### src/rtl/core/rgb_to_hsv_integer_macros.svh
// Assertion macros shared by the rgb_to_hsv_integer RTL.
// Expects signals named clk and rst_n in the scope of each use.
`ifndef RGB_TO_HSV_INTEGER_MACROS_SVH
`define RGB_TO_HSV_INTEGER_MACROS_SVH

// antecedent implies consequent in the same cycle
`define RTH_ASSERT_IMPL(lbl, ante, cons) \
  lbl: assert property (@(posedge clk) disable iff (!rst_n) (ante) |-> (cons)) \
    else $error("%m: implication check failed");

// antecedent implies consequent in the next cycle
`define RTH_ASSERT_NEXT(lbl, ante, cons) \
  lbl: assert property (@(posedge clk) disable iff (!rst_n) (ante) |=> (cons)) \
    else $error("%m: next-cycle check failed");

`endif

### src/rtl/core/rth_pkg.sv
// Types and constants for the rgb_to_hsv_integer pipeline.
// No dependencies; imported by every module of the block.
`default_nettype none

package rth_pkg;

  localparam int unsigned DIV_STAGES = 8;  // one quotient bit per stage

  localparam logic [10:0] HUE_BASE_GREEN = 11'd510;
  localparam logic [10:0] HUE_BASE_BLUE  = 11'd1020;
  localparam logic [10:0] HUE_WRAP       = 11'd1530;

  typedef enum logic [1:0] {
    SEC_RED   = 2'd0,
    SEC_GREEN = 2'd1,
    SEC_BLUE  = 2'd2
  } rth_sector_t;

  // one restoring-division lane: partial remainder, dividend/quotient shifter, divisor
  typedef struct packed {
    logic [7:0] rem;
    logic [7:0] lq;
    logic [7:0] dvs;
  } rth_div_t;

  typedef struct packed {
    rth_sector_t sector;
    logic        neg;     // channel difference below zero
    logic        grey;    // chroma is zero
    logic        black;   // max is zero
    logic [7:0]  val;
  } rth_side_t;

  typedef struct packed {
    rth_div_t  sat;
    rth_div_t  hue;
    rth_side_t side;
  } rth_pipe_t;

endpackage

`default_nettype wire

### src/rtl/core/rth_front.sv
// Front end: max/min/sector selection, then scaling by 255 into divider lanes.
// Depends on rth_pkg.
`default_nettype none

module rth_front import rth_pkg::*; (
  input  wire logic      clk,
  input  wire logic      rst_n,
  input  wire logic      up_valid,
  output logic           up_ready,
  input  wire logic [7:0] red,
  input  wire logic [7:0] green,
  input  wire logic [7:0] blue,
  output logic           dn_valid,
  input  wire logic      dn_ready,
  output rth_pipe_t      dn_data
);

  // stage A registers
  logic        a_valid_r;
  logic [7:0]  a_max_r, a_chroma_r, a_diff_r;
  rth_side_t   a_side_r;
  logic [7:0]  a_max_nxt, a_chroma_nxt, a_diff_nxt, a_min;
  rth_side_t   a_side_nxt;
  logic        a_ready;

  // stage B registers
  logic        b_valid_r;
  rth_pipe_t   b_data_r;
  rth_pipe_t   b_data_nxt;
  logic [15:0] sat_num, hue_num;

  assign a_ready  = !a_valid_r || !b_valid_r || dn_ready;
  assign up_ready = !a_valid_r || a_ready && (!b_valid_r || dn_ready);

  always_comb begin
    a_side_nxt = '0;
    a_diff_nxt = '0;
    if (red >= green && red >= blue) begin
      a_side_nxt.sector = SEC_RED;
      a_max_nxt         = red;
      a_side_nxt.neg    = blue > green;
      a_diff_nxt        = (blue > green) ? blue - green : green - blue;
    end else if (green >= blue) begin
      a_side_nxt.sector = SEC_GREEN;
      a_max_nxt         = green;
      a_side_nxt.neg    = red > blue;
      a_diff_nxt        = (red > blue) ? red - blue : blue - red;
    end else begin
      a_side_nxt.sector = SEC_BLUE;
      a_max_nxt         = blue;
      a_side_nxt.neg    = green > red;
      a_diff_nxt        = (green > red) ? green - red : red - green;
    end
    a_min = red;
    if (green < a_min) a_min = green;
    if (blue < a_min) a_min = blue;
    a_chroma_nxt     = a_max_nxt - a_min;
    a_side_nxt.grey  = (a_chroma_nxt == 8'd0);
    a_side_nxt.black = (a_max_nxt == 8'd0);
    a_side_nxt.val   = a_max_nxt;
  end

  always_ff @(posedge clk) begin
    if (!rst_n) begin
      a_valid_r <= 1'b0;
    end else if (up_ready) begin
      a_valid_r <= up_valid;
    end
    if (up_ready) begin
      a_max_r    <= a_max_nxt;
      a_chroma_r <= a_chroma_nxt;
      a_diff_r   <= a_diff_nxt;
      a_side_r   <= a_side_nxt;
    end
  end

  // x * 255 = (x << 8) - x; quotient fits 8 bits since the dividend is below 256 * divisor
  always_comb begin
    sat_num = {a_chroma_r, 8'd0} - {8'd0, a_chroma_r};
    hue_num = {a_diff_r, 8'd0} - {8'd0, a_diff_r};
    b_data_nxt.sat.rem = sat_num[15:8];
    b_data_nxt.sat.lq  = sat_num[7:0];
    b_data_nxt.sat.dvs = a_max_r;
    b_data_nxt.hue.rem = hue_num[15:8];
    b_data_nxt.hue.lq  = hue_num[7:0];
    b_data_nxt.hue.dvs = a_chroma_r;
    b_data_nxt.side    = a_side_r;
  end

  logic b_load;
  assign b_load = !b_valid_r || dn_ready;

  always_ff @(posedge clk) begin
    if (!rst_n) begin
      b_valid_r <= 1'b0;
    end else if (b_load) begin
      b_valid_r <= a_valid_r;
    end
    if (b_load) begin
      b_data_r <= b_data_nxt;
    end
  end

  assign dn_valid = b_valid_r;
  assign dn_data  = b_data_r;

endmodule

`default_nettype wire

### src/rtl/core/rth_div_stage.sv
// One restoring-division step for both lanes (saturation and hue), registered.
// Depends on rth_pkg and rgb_to_hsv_integer_macros.svh.
`default_nettype none

`include "rgb_to_hsv_integer_macros.svh"

module rth_div_stage import rth_pkg::*; (
  input  wire logic      clk,
  input  wire logic      rst_n,
  input  wire logic      up_valid,
  output logic           up_ready,
  input  wire rth_pipe_t up_data,
  output logic           dn_valid,
  input  wire logic      dn_ready,
  output rth_pipe_t      dn_data
);

  logic      valid_r;
  rth_pipe_t data_r;
  rth_pipe_t data_nxt;

  function automatic rth_div_t div_step(input rth_div_t d);
    logic [8:0] trial;
    logic       take;
    rth_div_t   o;
    trial = {d.rem, d.lq[7]};
    take  = (trial >= {1'b0, d.dvs});
    o.dvs = d.dvs;
    o.lq  = {d.lq[6:0], take};
    o.rem = take ? 8'(trial - {1'b0, d.dvs}) : trial[7:0];
    return o;
  endfunction

  always_comb begin
    data_nxt      = up_data;
    data_nxt.sat  = div_step(up_data.sat);
    data_nxt.hue  = div_step(up_data.hue);
  end

  assign up_ready = !valid_r || dn_ready;

  always_ff @(posedge clk) begin
    if (!rst_n) begin
      valid_r <= 1'b0;
    end else if (up_ready) begin
      valid_r <= up_valid;
    end
    if (up_ready) begin
      data_r <= data_nxt;
    end
  end

  assign dn_valid = valid_r;
  assign dn_data  = data_r;

  // partial remainder always stays below a nonzero divisor
  `RTH_ASSERT_IMPL(a_hue_rem_bound, valid_r && !data_r.side.grey, data_r.hue.rem < data_r.hue.dvs)
  `RTH_ASSERT_IMPL(a_sat_rem_bound, valid_r && !data_r.side.black, data_r.sat.rem < data_r.sat.dvs)

endmodule

`default_nettype wire

### src/rtl/core/rth_back.sv
// Back end: hue assembly from sector, sign and quotient; output register.
// Depends on rth_pkg and rgb_to_hsv_integer_macros.svh.
`default_nettype none

`include "rgb_to_hsv_integer_macros.svh"

module rth_back import rth_pkg::*; (
  input  wire logic      clk,
  input  wire logic      rst_n,
  input  wire logic      up_valid,
  output logic           up_ready,
  input  wire rth_pipe_t up_data,
  output logic           out_valid,
  input  wire logic      out_ready,
  output logic [10:0]    out_hue,
  output logic [7:0]     out_saturation,
  output logic [7:0]     out_brightness
);

  logic        valid_r;
  logic [10:0] hue_r, hue_nxt;
  logic [7:0]  sat_r, sat_nxt;
  logic [7:0]  val_r;
  logic [10:0] q;

  assign q = {3'd0, up_data.hue.lq};

  always_comb begin
    case (up_data.side.sector)
      SEC_RED: begin
        // negative offset wraps around; a zero quotient stays at zero
        if (up_data.side.neg && q != 11'd0) hue_nxt = HUE_WRAP - q;
        else hue_nxt = q;
      end
      SEC_GREEN: begin
        hue_nxt = up_data.side.neg ? HUE_BASE_GREEN - q : HUE_BASE_GREEN + q;
      end
      SEC_BLUE: begin
        hue_nxt = up_data.side.neg ? HUE_BASE_BLUE - q : HUE_BASE_BLUE + q;
      end
      default: begin
        hue_nxt = '0;
      end
    endcase
    if (up_data.side.grey) hue_nxt = '0;
    sat_nxt = up_data.side.black ? 8'd0 : up_data.sat.lq;
  end

  assign up_ready = !valid_r || out_ready;

  always_ff @(posedge clk) begin
    if (!rst_n) begin
      valid_r <= 1'b0;
    end else if (up_ready) begin
      valid_r <= up_valid;
    end
    if (up_ready) begin
      hue_r <= hue_nxt;
      sat_r <= sat_nxt;
      val_r <= up_data.side.val;
    end
  end

  assign out_valid      = valid_r;
  assign out_hue        = hue_r;
  assign out_saturation = sat_r;
  assign out_brightness = val_r;

  `RTH_ASSERT_IMPL(a_hue_range, valid_r, hue_r < HUE_WRAP)
  `RTH_ASSERT_IMPL(a_black_zero, valid_r && val_r == 8'd0, hue_r == 11'd0 && sat_r == 8'd0)

endmodule

`default_nettype wire

### src/rtl/core/rgb_to_hsv_integer.sv
// Pipeline: 2 front, 8 divide and 1 output stage between input accept and out_valid.
// Throughput: one item per cycle; each stage has its own valid bit and fills bubbles,
// so the pipeline halts only when every stage holds an item and out_ready is low.
// Reset: synchronous active-low rst_n clears all valid bits; data registers are not reset.
// Top level of rgb_to_hsv_integer; instantiates rth_front, rth_div_stage, rth_back.
`default_nettype none

`include "rgb_to_hsv_integer_macros.svh"

module rgb_to_hsv_integer import rth_pkg::*; (
  input  wire logic       clk,
  input  wire logic       rst_n,
  input  wire logic       in_valid,
  output logic            in_ready,
  input  wire logic [7:0] in_red,
  input  wire logic [7:0] in_green,
  input  wire logic [7:0] in_blue,
  output logic            out_valid,
  input  wire logic       out_ready,
  output logic [10:0]     out_hue,
  output logic [7:0]      out_saturation,
  output logic [7:0]      out_brightness
);

  logic      vld [DIV_STAGES+1];
  logic      rdy [DIV_STAGES+1];
  rth_pipe_t dat [DIV_STAGES+1];

  rth_front u_front (
    .clk      (clk),
    .rst_n    (rst_n),
    .up_valid (in_valid),
    .up_ready (in_ready),
    .red      (in_red),
    .green    (in_green),
    .blue     (in_blue),
    .dn_valid (vld[0]),
    .dn_ready (rdy[0]),
    .dn_data  (dat[0])
  );

  for (genvar i = 0; i < DIV_STAGES; i++) begin : g_div
    rth_div_stage u_div (
      .clk      (clk),
      .rst_n    (rst_n),
      .up_valid (vld[i]),
      .up_ready (rdy[i]),
      .up_data  (dat[i]),
      .dn_valid (vld[i+1]),
      .dn_ready (rdy[i+1]),
      .dn_data  (dat[i+1])
    );
  end

  rth_back u_back (
    .clk            (clk),
    .rst_n          (rst_n),
    .up_valid       (vld[DIV_STAGES]),
    .up_ready       (rdy[DIV_STAGES]),
    .up_data        (dat[DIV_STAGES]),
    .out_valid      (out_valid),
    .out_ready      (out_ready),
    .out_hue        (out_hue),
    .out_saturation (out_saturation),
    .out_brightness (out_brightness)
  );

  // input can only be blocked when the whole pipe is backed up behind the output
  `RTH_ASSERT_IMPL(a_backpressure, !in_ready, out_valid && !out_ready)

endmodule

`default_nettype wire

### config.mk
export PLATFORM = sky130hd
export DESIGN_NAME = rgb_to_hsv_integer
export DESIGN_NICKNAME = d
export VERILOG_FILES = /design/src/rtl/core/rth_pkg.sv /design/src/rtl/core/rth_front.sv /design/src/rtl/core/rth_div_stage.sv /design/src/rtl/core/rth_back.sv /design/src/rtl/core/rgb_to_hsv_integer.sv
export VERILOG_INCLUDE_DIRS = /design/src /design/src/rtl/core
export SDC_FILE = /design/constraint.sdc
export NUM_CORES = 1
export LEC_CHECK = 0
export BUFFER_PORTS_ARGS = -buffer_cell sky130_fd_sc_hd__buf_2
export CAP_MARGIN = 40
export CORE_ASPECT_RATIO = 1.4
export CORE_MARGIN = 5
export CORE_UTILIZATION = 40
export DETAILED_ROUTE_END_ITERATION = 12
export PLACE_DENSITY_LB_ADDON = 0.15
export SLEW_MARGIN = 20
export SYNTH_ARGS = -nofsm -noshare
export SYNTH_HDL_FRONTEND = slang
export SYNTH_SLANG_ARGS = --single-unit
### constraint.sdc
create_clock -name clk -period 7.01 [get_ports clk]
set_input_delay 0.3505 -clock clk [delete_from_list [all_inputs] [get_ports clk]]
set_output_delay 0.3505 -clock clk [all_outputs]
set_load 0.05 [all_outputs]
* Word-level counts from Yosys, hierarchy flattened
Cells that the tools add are included.
** Storage, ports and cells
- Output and inout port bits :: 29
- Word-level logic and storage cells :: 222
- Input bits :: 28
- Flip-flop bits (word level) :: 520
** Cells by class
- Muxes and demuxes :: 29
- Order comparisons :: 24
- Add/sub/neg operators :: 28
- Eq/ne operators :: 2
- Reduce and logical (&&, ||, !) cells :: 31
** Operators with widths (number)
- $mux 8 :: 23
- $sub 8x8->8 :: 21
- $ge 9x8->1 :: 16
- $mux 11 :: 3
- $pmux 11 s3 :: 1
- $sub 16x8->16 :: 2
- $ge 8x8->1 :: 3
- $gt 8x8->1 :: 3
- $logic_not 8->1 :: 2
- $lt 8x8->1 :: 2
- $logic_or 1x1->1 :: 13
- $add 10x8->11 const A :: 1
- $logic_not 1->1 :: 11
- $reduce_bool 11->1 :: 1
- $sub 10x8->11 const A :: 1
- $sub 11x8->11 const A :: 1
- $add 9x8->10 const A :: 1
- $sub 9x8->10 const A :: 1
- $logic_and 1x1->1 :: 3
- $mux 3 :: 1
- $eq 2x1->1 const B :: 1
- $eq 2x2->1 const B :: 1
- $logic_not 2->1 :: 1
- $mux 1 :: 1

* Longest topological paths before layout
Gate-level depths: netlist of run 1.
- Word-level depth :: 13
- Depth in mapped cells :: 32
- Mapped depth without buffers :: 31

* By module
A second synthesis of run 1 with hierarchy kept.
** Second synthesis, totals
- Cells, all modules :: 2303
- Area, all modules :: 30698.2 um^2
** By module, submodules not included
- rth_div_stage at g_div[1].u_div ... :: area an instance 2861.5 um^2, cells each 194, sequential area each 1851.8 um^2, times used 5
- rth_front :: area an instance 5931.9 um^2, cells each 558, sequential area each 2472.4 um^2, times used 1
- rth_div_stage at g_div[5].u_div ... :: area an instance 2839.0 um^2, cells each 193, sequential area each 1851.8 um^2, times used 2
- rth_div_stage at g_div[0].u_div :: area an instance 2821.5 um^2, cells each 192, sequential area each 1851.8 um^2, times used 1
- rth_back :: area an instance 1959.4 um^2, cells each 197, sequential area each 830.8 um^2, times used 1

* Worst setup path before layout of run 1
No wires, ideal clock.
- Path kind :: input -> register
- Start :: input in_green[0]
- End :: register u_front.a_side_r[9] in the netlist's numbering (data pin)
- Arrival time :: 5249 ps
- Required time :: 6862 ps
- Setup slack :: 1612 ps
- Buffers on the path :: 1
- Setup time :: 148 ps
- Stages on the path :: 27
- Cells stage by stage :: inv_1 -> ha_1 -> fa_1 -> nor2b_1 -> o21ai_0 -> a21o_1 -> nand2_1 -> clkbuf_1 -> nor2_1 -> a21oi_1 -> ha_1 -> a21oi_1 -> nor2b_1 -> o21ai_0 -> nand2b_1 -> or3_1 -> o21ai_2 -> mux2_2 -> ha_1 -> nor2b_1 -> o21ai_0 -> and3_1 -> nor2_1 -> or4_1 -> nor4_1 -> nand2_1 -> mux2i_1
** RTL lines
- start, declared :: line rgb_to_hsv_integer.sv:16 : input wire logic [7:0] in_green,
- end signal, assigned :: line rth_front.sv:73 : a_side_r <= a_side_nxt;
- end, declared :: line rth_front.sv:21 : rth_side_t a_side_r;

==> reports/metrics.cfg, run 1 <==
[outcome]
status = finished, final reports clean

[die]
start_util = 0.403
dieArea_mm2 = 0.0700
fp.dieW_um = 225
die_h_um = 311
io_pins = 57
rows = 110
core_area_mm2 = 0.0643

[grt]
grt_first_pass_wirelength_um = 80200
antenna_found_initial = 0
grt-ovfl-total = 0
grt_max_degree = 53
grt.total_usage = 0.141
grt_pass1_vias = 16200

[clock_tree]
clock_path_buffers = 3
postCtsSetupBuffers = 0
cts_hold_buffers = 0
clkTransAtPathRegs_ps = 60
cts_made_buffers = 48
htree_levels = 2
cts_resized = 0
worstSkewPairLatency_ps = 560
cts_tree = built
root_buffer = clkbuf_16
cts.sinks = 512

[detailed_routing]
first_pass_iters = 5
wl_per_cell_um = 16.5
finalWirelength_um = 49700
met3RoutedLength_um = 1250
route.met2.wl_um = 29800
drtIter0Drc = 506
top_layer_used = met4
vias = 15200
ant_nets = 0
drc = 0
wl_met1_um = 16000
vias_per_cell = 5.05

[power]
vdd_ir_drop_max_mv = 0.267
pwr-share-clk = 0.189
internal_power_mw = 8.98
p_comb_frac = 0.391
pwr-share-seq = 0.420
swShare = 0.335
leakage_nw = 11.9
power.switching_mw = 4.53
powerDensity_mw_per_mm2 = 467

[final_layout]
drive_gt1_frac = 0.124
nNetsFinal = 2378
n_antenna_cell = 0
area_growth_pct = 11.5

[job]
maxCapViolCount = 0

[worst_setup_path]
cpMostUsedCell = a21oi_1
endpoint_kind = flip-flop
critPathMaxFanout = 14
crit_type = input port to flip-flop
slowest_delay_ps = 420
r2r-start = g_div[4].u_div.dn_data[14]$_DFFE_PP_
arrival_ps = 6140
critical_path.startpoint_type = input port
worst_path_max_delay_cell = nand2_1
critPathLaunch = in_green[0]
required_ps = 7420

[synth]
postSynthCellCount = 2022
syn_area_mm2 = 0.0259
synth_area_per_cell_um2 = 12.8
syn_nets = 2275
synth-seq-cells = 512
ys_async_sr_fraction = 0
yosysUniqueCellTypes = 70
synth-edff-count = 501
yosys_warnings = 0
ys_seq_area_frac = 0.589
synth_ff_type = edfxtp_1

[timing]
fin_skew_ps = 23.4
setup_ws_ps = 1280
slew_violations = 0
slew_headroom = 0.448
period_share = 0.818
final-hold-violation-count = 0
setup_tns_ps = 0
worst_pin_slew_ps = 807
layout_min_cycle_time_ps = 5730
rsz0062_at_grt = no
finalSetupViolations = 0
max_freq_ghz = 0.174

[placed_design]
hpwl_um = 39300
numPortBuffers = 56
pre_cts_ws_ps = 763
place.gp.congestion = 0.882

[hold_path]
hold_class = input port to flip-flop
hp-start = in_valid

==> worst max-delay path, delay by kind of cell <==
| family | cells | cell delay [ps] |
|---|---|---|
| compound gates | 10 | 1830 |
| xor+xnor | 1 | 110 |
| fa+ha+maj | 5 | 1500 |
| buf+inv | 3 | 280 |
| mux | 1 | 130 |
| simple gates | 11 | 1920 |
==> Yosys cell counts, types with 8 or more instances <==
cell type,number,area share
a21oi_1,72,0.014
xor2_1,26,0.0088
o21ai_0,107,0.021
mux2i_1,56,0.022
o21a_1,8,0.0023
mux2_2,85,0.037
dfxtp_1,11,0.0085
a21boi_0,49,0.014
ha_1,204,0.099
nand2b_1,22,0.0053
a311oi_1,16,0.0054
nor3_1,14,0.0027
nor2_1,164,0.024
a211oi_1,8,0.0023
edfxtp_1,501,0.58
nand3_1,10,0.0019
clkbuf_1,13,0.0019
nor2b_1,54,0.013
a31oi_1,9,0.0022
inv_1,262,0.038
nor2_2,14,0.0034
nand2_1,77,0.011
xnor2_1,55,0.019
nand4_1,32,0.0077
a21o_1,32,0.0093
fa_1,21,0.016
==> flip-flops by register name, summed over array words and instances, names as in the netlist, 5 cells and up <==
name and cells:
g_div.u_div.dn_valid 8, u_back.out_brightness 8, u_front.a_side_r 5, g_div.u_div.dn_data 393
u_back.out_hue 11, u_front.a_max_r 8, u_back.out_saturation 8, u_front.dn_data 52
u_front.a_diff_r 8, u_front.a_chroma_r 8
==> layer usage <==
metal / up-vias / track usage
met2: 246 / 0.297
li1: 7490 / -
met3: 127 / 0.0161
met4: 0 / 0.0700
met5: - / 0
met1: 7293 / 0.125
==> worst paths after layout <==
path	cells past startpoint	endpoint	slack, ps
setup / recovery	31	u_front.a_side_r[9]$_DFFE_PP_	1280
hold / removal	3	u_front.a_valid_r$_SDFFE_PN0P_	30
setup reg to reg	11	g_div[5].u_div.dn_data[31]$_DFFE_PP_	3750
hold reg to reg	0	g_div[4].u_div.dn_data[27]$_DFFE_PP_	410
==> final cells by class <==
class | count | area, um2
Timing Repair Buffer | 75 | 494
Inverter | 263 | 987
Clock inverter | 29 | 283
Multi-Input combinational cell | 1225 | 9560
Clock buffer | 58 | 1260
Sequential cell | 512 | 15300
Tap cell | 840 | 1050
Fill cell | 5842 | 35400
==> logic make-up (layout without fill, tap and decap cells) <==
group / count (synthesis) / after routing / share of synthesized area
flops: 512 / 512 / 0.589
simple gates: 419 / 419 / 0.0778
buf+inv: 285 / 425 / 0.0424
fa+ha+maj: 225 / 225 / 0.115
compound gates: 357 / 357 / 0.0890
xor+xnor: 81 / 81 / 0.0274
mux: 143 / 143 / 0.0596
==> power groups by stage <==
stage | sequential [mW] | combinational (mW) | clock [mW]
floorplan | 5.69 | 4.02 | 0
global placement | 5.74 | 5.20 | 0
detailed placement | 5.76 | 5.31 | 0
CTS | 5.70 | 5.36 | 2.65
global route | 5.82 | 5.97 | 2.77
finish | 5.67 | 5.29 | 2.55
==> cell usage in the layout, fill, tap and decap left out, drive strengths merged, types with 26 or more instances in the layout <==
master	count
a21boi	50
a21o	32
a21oi	75
buf	75
clkbuf	58
edfxtp	501
ha	204
inv	266
mux2	87
mux2i	56
nand2	77
nand4	33
nor2	178
nor2b	54
o21ai	113
xnor2	55
xor2	26
==> per-stage QoR <==
stage | cells | power (mW) | utilization | instance area [um2] | hold slack (ps)
after global placement | 2905 | 10.9 | 0.423 | 27200 | 402
after floorplan | 2022 | 9.70 | - | 25900 | 400
after CTS | 3001 | 13.7 | 0.450 | 28900 | 2.41
after detailed placement | 2914 | 11.1 | 0.426 | 27400 | 405
after global routing | 3002 | 14.6 | 0.450 | 28900 | 26.8
final | 3002 | 13.5 | 0.450 | 28900 | 33.7
Note: power is estimated with default switching activity, not from simulation.
==> run 2: changes to the inputs <==
Clock period 7.01 ns to 5.7 ns, I/O delays scaled along.
==> reports/metrics.cfg, run 2 (synthesized netlist as in run 1, its figures left out) <==
[outcome]
status = finished, final reports clean  ; unchanged

[clock_tree]
clkTransAtPathRegs_ps = 60  ; about the same
root_buffer = clkbuf_16  ; unchanged
htree_levels = 2  ; unchanged
clock_path_buffers = 3  ; unchanged
cts_tree = built  ; unchanged
worstSkewPairLatency_ps = 560  ; about the same
cts.sinks = 512  ; unchanged
cts_made_buffers = 47  ; was 48

[timing]
setup_ws_ps = 549  ; was 1280 ps
rsz0062_at_grt = no  ; unchanged
slew_headroom = 0.403  ; was 0.448
max_freq_ghz = 0.194
finalSetupViolations = 0  ; unchanged
whs_ps = 52.5  ; was 33.7 ps
slew_violations = 0  ; unchanged
layout_min_cycle_time_ps = 5150
fin_skew_ps = 15.2  ; was 23.4 ps
worst_pin_slew_ps = 886  ; was 807 ps
period_share = 0.904
final-hold-violation-count = 0  ; unchanged

[power]
leakage_nw = 12.0  ; was 11.9 nW
vdd_ir_drop_max_mv = 0.456  ; was 0.267 mV
powerDensity_mw_per_mm2 = 581  ; was 467 mW/mm2

[hold_path]
hold_class = input port to flip-flop  ; unchanged
whs_path_depth = 2  ; was 3
hp-start = rst_n  ; was in_valid
hold_path_end = g_div[7].u_div.dn_valid$_SDFFE_PN0P_  ; was u_front.a_valid_r$_SDFFE_PN0P_

[worst_setup_path]
critPathTopFamily = simple AND/OR/NAND/NOR gates  ; unchanged
rr_worst_depth = 11  ; unchanged
cpMostUsedCell = a21oi_1  ; unchanged
rrSetupSlack_ps = 2450  ; was 3750 ps
endpoint_kind = flip-flop  ; unchanged
critical_path.startpoint_type = input port  ; unchanged
slowest_delay_ps = 400  ; was 420 ps
arrival_ps = 5550  ; was 6140 ps
required_ps = 6100  ; was 7420 ps
critPathBufInv = 3  ; unchanged
critPathMaxFanout = 7  ; was 14
r2r_end = g_div[5].u_div.dn_data[58]$_DFFE_PP_  ; was g_div[5].u_div.dn_data[31]$_DFFE_PP_
worst_path_max_delay_cell = fa_1  ; was nand2_1
r2r-start = g_div[4].u_div.dn_data[38]$_DFFE_PP_  ; was g_div[4].u_div.dn_data[14]$_DFFE_PP_
crit_type = input port to flip-flop  ; unchanged

[die]
rows = 110  ; unchanged
die_h_um = 311  ; unchanged
start_util = 0.403  ; unchanged
dieArea_mm2 = 0.0700  ; unchanged
fp.dieW_um = 225  ; unchanged
io_pins = 57  ; unchanged
core_area_mm2 = 0.0643  ; unchanged

[detailed_routing]
top_layer_used = met4  ; unchanged
vias = 15000  ; was 15200
drtIter0Drc = 513  ; was 506
vias_per_cell = 4.99  ; was 5.05
wl_met1_um = 16000  ; about the same
met3RoutedLength_um = 1150  ; was 1250 um
wl_per_cell_um = 16.5  ; about the same
ant_nets = 0  ; unchanged
first_pass_iters = 6  ; was 5
finalWirelength_um = 49500  ; was 49700 um
drc = 0  ; unchanged
route.met2.wl_um = 29700  ; was 29800 um

[final_layout]
largest_reg_flops = 393  ; unchanged
area_growth_pct = 12.4  ; was 11.5%
n_antenna_cell = 0  ; unchanged
layout.cells.non_filler = 3008  ; was 3002
final_util = 0.453  ; was 0.450
final_cell_mix = edfxtp_1, inv_1, ha_1, nor2_1, o21ai_0  ; unchanged
final_area_mm2 = 0.0291  ; was 0.0289 mm2
drive_gt1_frac = 0.131  ; was 0.124
layout.cells.most_common = edfxtp_1  ; unchanged
nNetsFinal = 2385  ; was 2378

[placed_design]
hpwl_um = 39100  ; was 39300 um
pre_cts_ws_ps = -2.82  ; was 763 ps
place.gp.congestion = 0.889  ; was 0.882
dp.cells = 2921  ; was 2914
dpl_cell_area_mm2 = 0.0274  ; about the same
numPortBuffers = 56  ; unchanged

[grt]
grt.total_usage = 0.140  ; was 0.141
grt_max_degree = 54  ; was 53
antenna_found_initial = 0  ; unchanged
grt_pass1_vias = 16000  ; was 16200
grt-ovfl-total = 0  ; unchanged
grt_first_pass_wirelength_um = 79100  ; was 80200 um

[job]
maxCapViolCount = 0  ; unchanged

run 2: what timing repair did:
item | in CTS | in global routing
resized for setup | 0 | 1
buffers inserted | 0 | 0
hold endpoints to repair | 1 | 0
hold buffers | 1 | 0
endpoints found under the setup margin | 0 | 1
run 2: layout make-up:
class,count,area (um2)
clock buffer,61,1350
clock inverter,24,363
fill,5802,35100
inverter,263,987
multi-input combinational,1225,9570
sequential,512,15300
tap,840,1050
timing repair buffer,83,542
run 2: metal layers:
layer | vias to the layer above | track usage
li1 | 7494 | -
met5 | - | 0
met4 | 0 | 0.0694
met3 | 101 | 0.0157
met1 | 7209 | 0.122
met2 | 199 | 0.299
run 2: stage by stage:
| step | total power [mW] | TNS (ps) |
|---|---|---|
| after CTS | 17.2 | 0 |
| after floorplan | 11.9 | 0 |
| after detailed placement | 13.6 | -2.82 |
| final | 16.9 | 0 |
| after global placement | 13.5 | 0 |
| after global routing | 18.2 | 0 |
run 2: worst max-delay path by stage:
stage	startpoint	to	cells past startpoint
floorplan	in_green[0]	u_front.a_side_r[9]$_DFFE_PP_	27
global placement	in_green[0]	u_front.a_side_r[9]$_DFFE_PP_	27
finish	in_green[0]	u_front.a_side_r[9]$_DFFE_PP_	31
detailed placement	in_green[0]	u_front.a_side_r[9]$_DFFE_PP_	27
global route	in_green[0]	u_front.a_side_r[9]$_DFFE_PP_	31
CTS	in_green[0]	u_front.a_side_r[9]$_DFFE_PP_	27
run 2: where the power goes:
group / switching [mW] / internal [mW] / total (mW)
logic: 3.53 / 3.00 / 6.52
clock network: 1.34 / 2.09 / 3.42
registers: 0.719 / 6.25 / 6.97
total: 5.58 / 11.3 / 16.9
==> run 3: changes to the inputs <==
Settings changed: SYNTH_HIERARCHICAL set to 1.
==> reports/metrics.cfg, run 3 <==
[outcome]
status = finished, final reports clean  ; unchanged

[timing]
whs_ps = 187  ; was 52.5 ps
finalSetupViolations = 0  ; unchanged
slew_headroom = 0.423  ; was 0.403
period_share = 0.850  ; was 0.904
rsz0062_at_grt = no  ; unchanged
slew_violations = 0  ; unchanged
worst_pin_slew_ps = 857  ; was 886 ps
max_freq_ghz = 0.206  ; was 0.194 GHz
layout_min_cycle_time_ps = 4850  ; was 5150 ps
final-hold-violation-count = 0  ; unchanged
setup_ws_ps = 853  ; was 549 ps
fin_skew_ps = 18.5  ; was 15.2 ps

[clock_tree]
htree_levels = 2  ; unchanged
cts_made_buffers = 56  ; was 47
cts_tree = built  ; unchanged
worstSkewPairLatency_ps = 620  ; was 560 ps
clock_path_buffers = 3  ; unchanged
clkTransAtPathRegs_ps = 60  ; about the same
cts_hold_buffers = 3  ; was 1
cts_resized = 0  ; unchanged
root_buffer = clkbuf_16  ; unchanged
cts.sinks = 575  ; was 512
postCtsSetupBuffers = 0  ; unchanged

[power]
pwr-share-seq = 0.385  ; was 0.412
leakage_nw = 13.3  ; was 12.0 nW
swShare = 0.346  ; was 0.330
p_comb_frac = 0.416  ; was 0.386
power.switching_mw = 6.94  ; was 5.58 mW
powerDensity_mw_per_mm2 = 613  ; was 581 mW/mm2
pwr-share-clk = 0.198  ; was 0.202
internal_power_mw = 13.1  ; was 11.3 mW
finalPower_mw = 20.0  ; was 16.9 mW
vdd_ir_drop_max_mv = 0.273  ; was 0.456 mV

[worst_setup_path]
arrival_ps = 5290  ; was 5550 ps
critPathLaunch = in_red[7]  ; was in_green[0]
r2r-start = u_back/out_valid$_SDFFE_PN0P_  ; was g_div[4].u_div.dn_data[38]$_DFFE_PP_
critical_path.startpoint_type = input port  ; unchanged
crit_type = input port to flip-flop  ; unchanged
required_ps = 6140  ; was 6100 ps
endpoint_kind = flip-flop  ; unchanged
critPathMaxFanout = 8  ; was 7

[detailed_routing]
ant_nets = 0  ; unchanged
finalWirelength_um = 58300  ; was 49500 um
vias = 16900  ; was 15000
drc = 0  ; unchanged
first_pass_iters = 5  ; was 6
vias_per_cell = 5.13  ; was 4.99
drtIter0Drc = 744  ; was 513
wl_per_cell_um = 17.7  ; was 16.5 um

[synth]
synth_area_per_cell_um2 = 13.3  ; was 12.8 um2
syn_nets = 2452  ; was 2275
syn_area_mm2 = 0.0292  ; was 0.0259 mm2
yosys_warnings = 6  ; was 0
postSynthCellCount = 2200  ; was 2022

[placed_design]
pre_cts_ws_ps = 236  ; was -2.82 ps
numPortBuffers = 56  ; unchanged
hpwl_um = 45000  ; was 39100 um
place.gp.congestion = 0.881  ; was 0.889

[hold_path]
hold_class = input port to flip-flop  ; unchanged
hp-start = in_red[0]  ; was rst_n

[grt]
grt_pass1_vias = 17800  ; was 16000
antenna_found_initial = 0  ; unchanged
grt_first_pass_wirelength_um = 93100  ; was 79100 um
grt-ovfl-total = 0  ; unchanged
grt.total_usage = 0.147  ; was 0.140
grt_max_degree = 63  ; was 54

[final_layout]
fillers = 6547  ; was 5802
layout.cells.most_common = edfxtp_1  ; unchanged
final_cell_mix = edfxtp_1, inv_1, ha_1, a21oi_1, nor2_1  ; was edfxtp_1, inv_1, ha_1, nor2_1, o21ai_0
largest_reg_flops = 456  ; was 393
n_antenna_cell = 0  ; unchanged
drive_gt1_frac = 0.141  ; was 0.131
nNetsFinal = 2546  ; was 2385
area_growth_pct = 12.1  ; was 12.4%

[die]
dieArea_mm2 = 0.0785  ; was 0.0700 mm2
die_h_um = 330  ; was 311 um
start_util = 0.402  ; was 0.403
fp.dieW_um = 238  ; was 225 um
rows = 117  ; was 110
io_pins = 57  ; unchanged
core_area_mm2 = 0.0726  ; was 0.0643 mm2

[job]
maxCapViolCount = 0  ; unchanged

## run 3: path summary, 6_finish.rpt
| check | endpoint | slack [ps] | depth (start not counted) |
|---|---|---|---|
| worst max-delay path | u_front/a_side_r[9]$_DFFE_PP_ | 850 | 21 |
| worst min-delay path | u_front/a_side_r[0]$_DFFE_PP_ | 190 | 3 |
| worst max register to register | u_front/dn_data[59]$_DFFE_PP_ | 2350 | 12 |
| worst min register to register | u_front/dn_data[37]$_DFFE_PP_ | 410 | 0 |
## run 3: layout make-up
class / instances / area, um2 / area share
flip-flops and latches: 575 / 17200 / 0.524
multi-input cells: 1331 / 10900 / 0.333
clock buffers: 61 / 1440 / 0.0441
well taps: 952 / 1190 / 0.0364
inverters: 243 / 916 / 0.0280
clock inverters: 44 / 587 / 0.0179
repair buffers: 87 / 536 / 0.0164
## run 3: power by group through the flow
stage | sequential [mW] | combinational (mW) | clock, mW
global route | 7.92 | 9.23 | 4.30
global placement | 7.82 | 8.05 | 0
detailed placement | 7.85 | 8.28 | 0
finish | 7.73 | 8.34 | 3.98
floorplan | 7.66 | 6.55 | 0
CTS | 7.77 | 8.35 | 4.11
## run 3: layer usage
metal  vias to the layer above  routed length [um]  share of wire  GRT usage
li1                       8346                   -              -          -
met1                      8135               21100           0.36      0.148
met2                       282               33000           0.57      0.298
met3                       121                1830          0.031     0.0220
met4                         0                2360          0.040     0.0590
met5                         -                   0              0          0
## run 3: critical path, stage by stage
cell and delay [ps]:
buf_2 140, inv_1 60, ha_1 450, nand4_1 320
a21oi_2 350, nor3_4 90, mux2i_1 260, ha_1 300
a21o_1 160, a21o_1 160, a21oi_1 180, nand2_1 80
o21ai_2 250, mux2_2 410, fa_1 430, a21o_1 170
a21oi_1 220, xnor2_1 110, nor2_1 90, or4b_2 600
nor4_2 150
## run 3: per-stage QoR
stage	area, um2	instances	TNS (ps)	utilization
2_1_floorplan	29300	2200	-95990	-
3_3_place_gp	30600	3181	0	0.422
3_5_place_dp	30600	3184	0	0.422
4_1_cts	32700	3292	0	0.450
5_1_grt	32700	3293	0	0.451
6_report	32700	3293	0	0.451
